### config.mk
export PLATFORM = sky130hd
export DESIGN_NAME = length_prefix_to_start_code
export DESIGN_NICKNAME = d
export VERILOG_FILES = /design/src/rtl/core/lpsc_pkg.sv /design/src/rtl/core/lpsc_parse.sv /design/src/rtl/core/lpsc_emit.sv /design/src/rtl/core/length_prefix_to_start_code.sv
export SDC_FILE = /design/constraint.sdc
export NUM_CORES = 1
export LEC_CHECK = 0
export ABC_AREA = 1
export BUFFER_PORTS_ARGS = -buffer_cell sky130_fd_sc_hd__buf_2
export CORE_ASPECT_RATIO = 0.5
export CORE_MARGIN = 2
export CORE_UTILIZATION = 58
export CTS_BUF_LIST = sky130_fd_sc_hd__clkbuf_8
export DETAILED_ROUTE_END_ITERATION = 16
export GPL_ROUTABILITY_DRIVEN = 0
export HOLD_SLACK_MARGIN = 0.02
export PLACE_DENSITY = 0.88
export SYNTH_ARGS = -nofsm -noshare
export SYNTH_HDL_FRONTEND = slang
export SYNTH_SLANG_ARGS = --single-unit
### constraint.sdc
create_clock -name clk_i -period 5.8 [get_ports clk_i]
set_clock_uncertainty 0.2 [all_clocks]
set_input_delay 1.74 -clock clk_i [delete_from_list [all_inputs] [get_ports clk_i]]
set_output_delay 1.74 -clock clk_i [all_outputs]
set_load 0.02 [all_outputs]
### src/rtl/core/lpsc_pkg.sv
package lpsc_pkg;

  // status codes carried on the final item of an access unit
  localparam logic [2:0] ST_OK       = 3'd0;
  localparam logic [2:0] ST_TRUNC    = 3'd1;
  localparam logic [2:0] ST_ZERO     = 3'd2;
  localparam logic [2:0] ST_OVERRUN  = 3'd3;
  localparam logic [2:0] ST_MISMATCH = 3'd4;

  // item kinds on the output channel
  localparam logic KIND_DATA   = 1'b0;
  localparam logic KIND_STATUS = 1'b1;

  // results caused by one input byte, in emission order:
  // start code, then a payload byte, then the unit status
  typedef struct packed {
    logic       start_code;
    logic       data;
    logic [7:0] data_byte;
    logic       stat;
    logic [2:0] status;
  } lpsc_grp_t;

  // start code 00 00 00 01, one byte per position
  function automatic logic [7:0] start_code_byte(input logic [1:0] idx);
    logic [7:0] b;
    case (idx)
      2'd3:    b = 8'h01;
      default: b = 8'h00;
    endcase
    return b;
  endfunction

endpackage

### src/rtl/core/lpsc_parse.sv
module lpsc_parse
  import lpsc_pkg::*;
#(
  parameter int AU_SIZE_BITS = 24
) (
  input  logic        clk_i,
  input  logic        rst_ni,
  input  logic        in_valid_i,
  output logic        in_stall_o,
  input  logic [7:0]  data_byte_i,
  input  logic        first_of_au_i,
  input  logic        last_of_au_i,
  input  logic [15:0] nal_count_i,
  input  logic [23:0] expected_size_i,
  output logic        grp_valid_o,
  output lpsc_grp_t   grp_o,
  input  logic        grp_space_i
);

  localparam int CW   = AU_SIZE_BITS + 1;
  localparam int ES_W = (AU_SIZE_BITS < 24) ? AU_SIZE_BITS : 24;

  localparam logic [1:0] PH_PREFIX  = 2'd0;
  localparam logic [1:0] PH_PAYLOAD = 2'd1;
  localparam logic [1:0] PH_IDLE    = 2'd2;

  // input register
  logic        in_vld_q, in_vld_d;
  logic [7:0]  byte_q;
  logic        first_q, last_q;
  logic [15:0] ncnt_q;
  logic [23:0] esize_q;
  logic        adv;

  // parse state
  logic [1:0]      phase_q, phase_d;
  logic [1:0]      pbs_q, pbs_d;
  logic [23:0]     acc_q, acc_d;
  logic [31:0]     rem_q, rem_d;
  logic [15:0]     nd_q, nd_d;
  logic [CW-1:0]   cc_q, cc_d;
  logic [2:0]      err_q, err_d;
  logic [15:0]     lnc_q, lnc_d;
  logic [ES_W-1:0] les_q, les_d;

  logic [31:0] full_len;
  logic        active;
  lpsc_grp_t   grp;

  assign adv        = in_vld_q && grp_space_i;
  assign in_stall_o = in_vld_q && !grp_space_i;

  always_comb begin
    in_vld_d = in_vld_q;
    if (in_valid_i && !in_stall_o) begin
      in_vld_d = 1'b1;
    end else if (adv) begin
      in_vld_d = 1'b0;
    end
  end

  always_ff @(posedge clk_i or negedge rst_ni) begin
    if (!rst_ni) begin
      in_vld_q <= 1'b0;
    end else begin
      in_vld_q <= in_vld_d;
    end
  end

  always_ff @(posedge clk_i) begin
    if (in_valid_i && !in_stall_o) begin
      byte_q  <= data_byte_i;
      first_q <= first_of_au_i;
      last_q  <= last_of_au_i;
      ncnt_q  <= nal_count_i;
      esize_q <= expected_size_i;
    end
  end

  // next parse state and results of the registered byte
  always_comb begin
    phase_d = phase_q;
    pbs_d   = pbs_q;
    acc_d   = acc_q;
    rem_d   = rem_q;
    nd_d    = nd_q;
    cc_d    = cc_q;
    err_d   = err_q;
    lnc_d   = lnc_q;
    les_d   = les_q;
    grp     = '0;

    // first byte of a unit restarts parsing
    if (first_q) begin
      phase_d = PH_PREFIX;
      pbs_d   = 2'd0;
      acc_d   = '0;
      rem_d   = '0;
      nd_d    = '0;
      cc_d    = '0;
      err_d   = ST_OK;
      lnc_d   = ncnt_q;
      les_d   = esize_q[ES_W-1:0];
    end

    // whole prefix once the fourth byte is in
    full_len = {acc_d, byte_q};

    active = (phase_d != PH_IDLE) && (err_d == ST_OK) && (nd_d < lnc_d);

    if (active) begin
      if (cc_d != '1) begin
        cc_d = cc_d + CW'(1);
      end
      if (phase_d == PH_PREFIX) begin
        if (pbs_d == 2'd3) begin
          pbs_d = 2'd0;
          if (full_len == 32'd0) begin
            err_d = ST_ZERO;
            acc_d = '0;
          end else begin
            grp.start_code = 1'b1;
            rem_d          = full_len;
            acc_d          = '0;
            phase_d        = PH_PAYLOAD;
          end
        end else begin
          pbs_d = pbs_d + 2'd1;
          acc_d = {acc_d[15:0], byte_q};
        end
      end else begin
        grp.data      = 1'b1;
        grp.data_byte = byte_q;
        rem_d         = rem_d - 32'd1;
        if (rem_d == 32'd0) begin
          nd_d    = nd_d + 16'd1;
          phase_d = PH_PREFIX;
          pbs_d   = 2'd0;
          acc_d   = '0;
        end
      end
    end

    // end of unit: settle the status
    if (last_q) begin
      if (phase_d != PH_IDLE && err_d == ST_OK) begin
        if (nd_d < lnc_d) begin
          err_d = (phase_d == PH_PAYLOAD) ? ST_OVERRUN : ST_TRUNC;
        end else if (cc_d != CW'(les_d)) begin
          err_d = ST_MISMATCH;
        end
      end
      phase_d     = PH_IDLE;
      grp.stat    = 1'b1;
      grp.status  = err_d;
    end
  end

  always_ff @(posedge clk_i or negedge rst_ni) begin
    if (!rst_ni) begin
      phase_q <= PH_PREFIX;
      pbs_q   <= '0;
      acc_q   <= '0;
      rem_q   <= '0;
      nd_q    <= '0;
      cc_q    <= '0;
      err_q   <= ST_OK;
      lnc_q   <= '0;
      les_q   <= '0;
    end else if (adv) begin
      phase_q <= phase_d;
      pbs_q   <= pbs_d;
      acc_q   <= acc_d;
      rem_q   <= rem_d;
      nd_q    <= nd_d;
      cc_q    <= cc_d;
      err_q   <= err_d;
      lnc_q   <= lnc_d;
      les_q   <= les_d;
    end
  end

  // only groups that carry at least one item go on
  assign grp_o       = grp;
  assign grp_valid_o = adv && (grp.start_code || grp.data || grp.stat);

endmodule

### src/rtl/core/lpsc_emit.sv
module lpsc_emit
  import lpsc_pkg::*;
(
  input  logic       clk_i,
  input  logic       rst_ni,
  input  logic       grp_valid_i,
  input  lpsc_grp_t  grp_i,
  output logic       grp_space_o,
  output logic       out_valid_o,
  input  logic       out_stall_i,
  output logic [7:0] out_byte_o,
  output logic       item_kind_o,
  output logic       is_last_o,
  output logic [2:0] status_o
);

  // two-entry group queue
  lpsc_grp_t  mem_q [2];
  logic       wr_ptr_q, rd_ptr_q;
  logic [1:0] cnt_q, cnt_d;
  logic       pop;

  // group being emitted, one item per transaction
  lpsc_grp_t  cur_q, cur_d;
  logic [1:0] idx_q, idx_d;
  logic       take;

  assign grp_space_o = (cnt_q != 2'd2);
  assign take        = out_valid_o && !out_stall_i;

  // step through the current group, reload when it runs dry
  always_comb begin
    cur_d = cur_q;
    idx_d = idx_q;
    pop   = 1'b0;
    if (take) begin
      if (cur_q.start_code) begin
        if (idx_q == 2'd3) begin
          cur_d.start_code = 1'b0;
          idx_d            = 2'd0;
        end else begin
          idx_d = idx_q + 2'd1;
        end
      end else if (cur_q.data) begin
        cur_d.data = 1'b0;
      end else begin
        cur_d.stat = 1'b0;
      end
    end
    if (!cur_d.start_code && !cur_d.data && !cur_d.stat && cnt_q != 2'd0) begin
      cur_d = mem_q[rd_ptr_q];
      idx_d = 2'd0;
      pop   = 1'b1;
    end
  end

  always_comb begin
    cnt_d = cnt_q;
    if (grp_valid_i && !pop) begin
      cnt_d = cnt_q + 2'd1;
    end else if (!grp_valid_i && pop) begin
      cnt_d = cnt_q - 2'd1;
    end
  end

  always_ff @(posedge clk_i or negedge rst_ni) begin
    if (!rst_ni) begin
      wr_ptr_q <= 1'b0;
      rd_ptr_q <= 1'b0;
      cnt_q    <= '0;
      idx_q    <= '0;
      cur_q    <= '0;
    end else begin
      cnt_q <= cnt_d;
      idx_q <= idx_d;
      cur_q <= cur_d;
      if (grp_valid_i) begin
        wr_ptr_q <= !wr_ptr_q;
      end
      if (pop) begin
        rd_ptr_q <= !rd_ptr_q;
      end
    end
  end

  // queue storage, no reset needed
  always_ff @(posedge clk_i) begin
    if (grp_valid_i) begin
      mem_q[wr_ptr_q] <= grp_i;
    end
  end

  // current item
  assign out_valid_o = cur_q.start_code || cur_q.data || cur_q.stat;

  always_comb begin
    out_byte_o  = 8'h00;
    item_kind_o = KIND_DATA;
    is_last_o   = 1'b0;
    status_o    = ST_OK;
    if (cur_q.start_code) begin
      out_byte_o = start_code_byte(idx_q);
    end else if (cur_q.data) begin
      out_byte_o = cur_q.data_byte;
    end else begin
      item_kind_o = KIND_STATUS;
      is_last_o   = 1'b1;
      status_o    = cur_q.status;
    end
  end

endmodule

### src/rtl/core/length_prefix_to_start_code.sv
// channel | direction | handshake            | payload
// input   | in        | in_valid_i/in_stall_o | data_byte, first_of_au, last_of_au,
//         |           |                      | nal_count, expected_size
// output  | out       | out_valid_o/out_stall_i | out_byte, item_kind, is_last, status
//
// one input byte is taken per cycle unless the input stalls; it is parsed from
// the input register, and its results pass through the group queue and the
// current-group register to the output port. a byte yields up to five output
// items (start code plus status), emitted one per cycle unless the output
// stalls, from a two-entry group queue; the input stalls while it is full.
// reset clears the parse state to zero NALs, expected size zero, no error.
// output stalls back up through the group queue to the input register.
module length_prefix_to_start_code
  import lpsc_pkg::*;
#(
  parameter int AU_SIZE_BITS = 24
) (
  input  logic        clk_i,
  input  logic        rst_ni,
  input  logic        in_valid_i,
  output logic        in_stall_o,
  input  logic [7:0]  data_byte_i,
  input  logic        first_of_au_i,
  input  logic        last_of_au_i,
  input  logic [15:0] nal_count_i,
  input  logic [23:0] expected_size_i,
  output logic        out_valid_o,
  input  logic        out_stall_i,
  output logic [7:0]  out_byte_o,
  output logic        item_kind_o,
  output logic        is_last_o,
  output logic [2:0]  status_o
);

  logic      grp_valid;
  lpsc_grp_t grp;
  logic      grp_space;

  // byte parser
  lpsc_parse #(
    .AU_SIZE_BITS(AU_SIZE_BITS)
  ) u_parse (
    .clk_i          (clk_i),
    .rst_ni         (rst_ni),
    .in_valid_i     (in_valid_i),
    .in_stall_o     (in_stall_o),
    .data_byte_i    (data_byte_i),
    .first_of_au_i  (first_of_au_i),
    .last_of_au_i   (last_of_au_i),
    .nal_count_i    (nal_count_i),
    .expected_size_i(expected_size_i),
    .grp_valid_o    (grp_valid),
    .grp_o          (grp),
    .grp_space_i    (grp_space)
  );

  // result queue and item sequencer
  lpsc_emit u_emit (
    .clk_i      (clk_i),
    .rst_ni     (rst_ni),
    .grp_valid_i(grp_valid),
    .grp_i      (grp),
    .grp_space_o(grp_space),
    .out_valid_o(out_valid_o),
    .out_stall_i(out_stall_i),
    .out_byte_o (out_byte_o),
    .item_kind_o(item_kind_o),
    .is_last_o  (is_last_o),
    .status_o   (status_o)
  );

endmodule
# Word-level counts from Yosys, hierarchy flattened
# Memory sizes are Yosys's and may differ from the RTL's.
# Cells that the tools add are included.
[totals]
latch_bits = 0
wordCells = 153
ramBits = 28
in_bits = 54
rom_bits = 0
ff_bits = 215
memories = 1
output_inout_bits = 15
[memory_table]
columns = ["name", "words", "word_bits", "rd", "rd_ports_with_merged_regs", "wr", "line", "text"]
rows = [
  ["u_emit.mem_q", 2, 14, 1, 0, 1, "lpsc_emit.sv:18", "lpsc_grp_t mem_q [2];"],
]
[classes]
bitwise = 0
n_mux = 73
n_addsub = 7
n_eq_ne = 8
n_shift = 0
magnitude_cmp = 2
div_mod_pow = 0
reduce_logical = 38
mul = 0
[ops]
columns = ["operator", "count"]
rows = [
  ["$mux 32", 5],
  ["$mux 24", 6],
  ["$mux 16", 5],
  ["$mux 25", 3],
  ["$logic_not 32->1", 2],
  ["$mux 2", 20],
  ["$mux 3", 11],
  ["$lt 16x16->1", 2],
  ["$sub 32x1->32 const B", 1],
  ["$add 25x1->25 const B", 1],
  ["$ne 25x24->1", 1],
  ["$ne 25x25->1 const B", 1],
  ["$mux 1", 17],
  ["$add 16x1->16 const B", 1],
  ["$mux 8", 2],
  ["$mux 14", 1],
  ["$logic_and 1x1->1", 13],
  ["$logic_not 1->1", 10],
  ["$mux 10", 1],
  ["$reduce_bool 2->1", 5],
  ["$mux 9", 1],
  ["$add 2x1->2 const B", 3],
  ["$logic_not 3->1", 2],
  ["$ne 2x2->1 const B", 3],
  ["7 further kinds", 11],
]

# Depth between registers and ports, before layout
[logic_depth]
depth_word = 17
mapped_depth = 37
mapped_depth_nobuf = 31

# By module
# From an unflattened synthesis, not the netlist that was laid out.
[hier_totals]
cells_unflattened = 1996
area_unflattened_um2 = 15128.3
[modules_own_cells]
columns = ["module", "seq_area_each_um2", "area_per_inst_um2", "instances", "cells_per_inst"]
rows = [
  ["lpsc_parse", 5129.9, 13023.7, 1, 1787],
  ["lpsc_emit", 1341.3, 2104.5, 1, 209],
]

# Worst setup path after synthesis
# OpenSTA, ideal clock, no wires.
[synth_timing]
kind = "flip-flop to flip-flop"
startpoint = "register u_parse.first_q"
endpoint = "memory u_emit.mem_q[0][2] in the netlist's numbering, data pin"
path_stages_with_launch = 33
setup_time_ps = 263
slack_ps = -84
period_less_slack_ps = 5884
n_path_buf = 8
required_ps = 5337
arrival_ps = 5421
cell_sequence = "edfxtp_1 buf_6 buf_2 buf_2 buf_2 buf_2 clkbuf_1 buf_2 buf_2 mux2i_1 ha_1 a21oi_1 nor2_1 a211oi_1 nand2_1 nand2_1 nand2_2 nor2_4 nand4_2 nor2_1 nand3_2 nor2_1 nand2_1 nand2_1 inv_1 ha_1 a21oi_1 nand3b_1 a21oi_1 a2111oi_0 nand2_2 nand2_1 a21oi_1"
[synth_lines]
columns = ["element", "line", "text"]
rows = [
  ["start: declaration", "lpsc_parse.sv:30", "logic first_q, last_q;"],
  ["start signal: assignment", "lpsc_parse.sv:73", "first_q <= first_of_au_i;"],
  ["end: declaration", "lpsc_emit.sv:18", ""],
]

==> results.sh <==
export IMPL_num_antenna_cells=0
export IMPL_p_int_mw=4.244
export IMPL_clock_latency_ns=0.57
export IMPL_synthTopCellsByArea="dfrtp_1 28%, edfxtp_1 16%, nand2_1 12%, nor2_1 6.5%, o21ai_0 5.7%"
export IMPL_total_power_mw=7.785
export IMPL_outcome="finished clean"
export IMPL_synthCells=1868
export IMPL_period_share_pct=93.52
export IMPL_grt_pass1_vias=12420
export IMPL_crit_type="flip-flop to flip-flop"
export IMPL_route_detailed_drc=0
export IMPL_post_place_ws_ns=0.4217
export IMPL_ant_nets=0
export IMPL_yosys_warnings=0
export IMPL_avgRoutedWirePerCell_um=16.35
export IMPL_synth_seq_area_share_pct=44.64
export IMPL_p_per_area_nw_per_um2=493.7
export IMPL_path_clk_slew_ns=0.06
export IMPL_area_growth_pct=8.769
export IMPL_async_flop_share_pct=67.90
export IMPL_setup_viol=0
export IMPL_numCtsBuffers=37
export IMPL_place_hpwl_um=25260
export IMPL_synth_ff_type="dfrtp_1"
export IMPL_rows=40
export IMPL_start_util_pct=59.72
export IMPL_pwr_share_comb_pct=45.7
export IMPL_critPathMaxFanout=115
export IMPL_post_cts_buffers=0
export IMPL_synth_edff_count=78
export IMPL_grt_start_max_net_pins=116
export IMPL_core_area_um2=24270
export IMPL_grt_ovfl_total=0
export IMPL_final_max_slew_viol_count=0
export IMPL_hold_viol_final=0
export IMPL_avgSynthCellArea_um2=7.760
export IMPL_yosys_area_top_type="dfrtp_1"
export IMPL_vias=13300
export IMPL_rsz0062_at_grt="false"
export IMPL_p_sw_mw=3.541
export IMPL_drive_gt1_share_pct=10.68
export IMPL_firstDrtPassIters=8
export IMPL_viasPerCell=5.847
export IMPL_leakagePower_nw=7.469
export IMPL_port_buffers=68
export IMPL_synth_common_cells="474 x nand2_1, 252 x nor2_1, 176 x inv_1"
export IMPL_max_freq_mhz=184.4
export IMPL_dr_first_iter_drc_count=1849
export IMPL_wirelength_um=37210
export IMPL_synth_ff_latch_count=243
export IMPL_tns_ns=0
export IMPL_worst_pin_slew_ns=1.189
export IMPL_cts_root_buf="clkbuf_8"
export IMPL_setup_slack_ns=0.3760
export IMPL_netSwitchingFraction_pct=45.48
export IMPL_instances_no_fill=2275
export IMPL_start_kind="flip-flop"
export IMPL_grt_pass1_wl_um=60860
export IMPL_cts_resized=0
export IMPL_synthMostInstantiatedCell="nand2_1"
export IMPL_chipWidth_um=227.6
export IMPL_cts_hold_fix_buffers=0
export IMPL_critPathArrivalTime_ns=5.63
export IMPL_fp_dieArea_um2=26350
export IMPL_slew_headroom_pct=20.73
export IMPL_synthesis_nets=1959
export IMPL_die_h_um=115.8
export IMPL_worstSetupEndpointType="flip-flop"
export IMPL_cts_tree="done"
export IMPL_num_nets_final=2002
export IMPL_antenna_found_initial=0
export IMPL_grt_usage_pct=29.06
export IMPL_cp_required_ns=6.00
export IMPL_clockPowerShare_pct=18.7
export IMPL_sequentialPowerShare_pct=35.6
export IMPL_fin_crit_ns=5.424
export IMPL_syn_area_um2=14500
export IMPL_synth_top_area_share_pct=28.48
export IMPL_fillers=1916
export IMPL_cts_path_max_buffers=3
export IMPL_clock_sinks=243
export IMPL_io_pins=69
export IMPL_max_vdd_ir_drop_mv=0.2232
export IMPL_hp_class="flip-flop to flip-flop"
export IMPL_yosysUniqueCellTypes=53
export IMPL_htree_levels=2
export IMPL_dpl_cell_count=2208
export IMPL_maxCapViolCount=0
-- placed cells by master (no fill, tap or decap), types with 5 or more instances in the layout --
| cell type | netlist | routed |
|---|---|---|
| nand2_1 | 474 | 473 |
| edfxtp_1 | 78 | 78 |
| nand3_1 | 89 | 89 |
| nand2_2 | 15 | 15 |
| nor2_4 | 5 | 5 |
| dfrtp_1 | 165 | 165 |
| nor3_1 | 17 | 17 |
| a31oi_1 | 38 | 38 |
| xor2_1 | 37 | 37 |
| o211ai_1 | 14 | 14 |
| o21ai_2 | 6 | 6 |
| ha_1 | 37 | 37 |
| xnor2_1 | 19 | 19 |
| o21ai_0 | 164 | 164 |
| nand4_1 | 29 | 29 |
| nand3b_1 | 9 | 9 |
| clkbuf_8 | 0 | 42 |
| o21ai_1 | 25 | 25 |
| buf_2 | 17 | 67 |
| nor4_1 | 9 | 9 |
| or2_2 | 13 | 13 |
| inv_1 | 176 | 191 |
| nor2_1 | 252 | 252 |
| mux2i_1 | 20 | 20 |
| a21oi_1 | 34 | 34 |
| nor2_2 | 10 | 10 |
| inv_2 | 8 | 8 |
| buf_4 | 2 | 13 |
| o2111ai_1 | 8 | 8 |
-- layer usage --
metal	vias to the layer above	global-route usage, %	share of wire [%]	wire length, µm
li1	6265	-	-	-
met1	6119	40.03	41	15420
met2	787	45.57	45	16610
met3	132	5.756	11	4040
met4	0	12.07	3.0	1132
met5	-	0	0	0
-- per-stage QoR --
step,instance area (µm²),util (%),hold WS (ns)
3_3_place_gp,15020,61.88,0.2603
6_report,15770,64.96,0.2856
5_1_grt,15770,64.96,0.3112
3_5_place_dp,15020,61.88,0.2691
2_1_floorplan,14500,-,0.2478
4_1_cts,15760,64.91,0.2889
-- logic make-up after synthesis --
group           count (synthesis)  share of synthesized area (%)
xor+xnor                       57                          3.539
mux                            20                          1.381
simple gates                  935                          27.71
flops                         243                          44.64
buf+inv                       265                          7.449
fa+ha+maj                      37                          3.193
compound gates                311                          12.09
-- final timing paths --
check / cells past startpoint / slack [ns] / from / endpoint
min in group asynchronous: 1 / 1.08 / rst_ni / u_parse.les_q[6]
worst min register to register: 2 / 0.29 / u_parse.les_q[1] / u_parse.les_q[1]
worst max register to register: 25 / 0.38 / u_parse.first_q / u_emit.mem_q[0][0]
worst min-delay path: 2 / 0.29 / u_parse.les_q[1] / u_parse.les_q[1]
worst max-delay path: 25 / 0.38 / u_parse.first_q / u_emit.mem_q[0][0]
max in group asynchronous: 2 / 3.23 / rst_ni / u_parse.lnc_q[14]
-- power groups by stage --
stage                     logic, mW  registers [mW]  clock network, mW
after global routing           3.98            2.83               1.54
final                          3.56            2.77               1.45
after floorplan                2.71            2.64                  0
after CTS                      3.48            2.75               1.46
after detailed placement       3.45            2.77                  0
after global placement         3.33            2.76                  0
-- area by class of cell --
type | instances | area [µm²] | share of cell area (%)
Multi-Input combinational cell | 1360 | 6954 | 44.10
Sequential cell | 243 | 6471 | 41.04
Inverter | 186 | 701.9 | 4.452
Clock buffer | 42 | 578.1 | 3.666
Timing Repair Buffer | 83 | 483.0 | 3.063
Tap cell | 336 | 420.4 | 2.666
Clock inverter | 25 | 158.9 | 1.008
-- sequential cells by signal (all words and copies together), names as in the netlist, 3 cells and up --
signal / cells
u_parse.ncnt_q: 16
u_parse.rem_q: 32
u_parse.esize_q: 24
u_parse.acc_q: 24
u_parse.cc_q: 25
u_parse.les_q: 24
u_emit.mem_q: 28
u_parse.byte_q: 8
u_parse.err_q: 3
u_emit.cur_q: 14
u_parse.lnc_q: 16
u_parse.nd_q: 16
-- worst max-delay path, cell delays in order (launching register included) --
cell       delay (ns)
edfxtp_1         0.47
buf_16           0.41
mux2i_1          0.41
ha_1             0.32
a21oi_1          0.15
nand3b_1         0.15
a21oi_1          0.09
nor2_1           0.15
nand2_2          0.10
nor2_4           0.10
nand4_2          0.19
nor2_1           0.24
nand3_2          0.17
nor2_1           0.13
nand2_1          0.06
nand2_1          0.10
inv_1            0.05
ha_1             0.30
a21oi_1          0.13
nand3b_1         0.12
a21oi_1          0.06
a2111oi_1        0.61
nand2_2          0.13
o21ai_2          0.16
inv_1            0.07
nor2_2           0.12
Note: power is estimated with default switching activity, not from simulation.
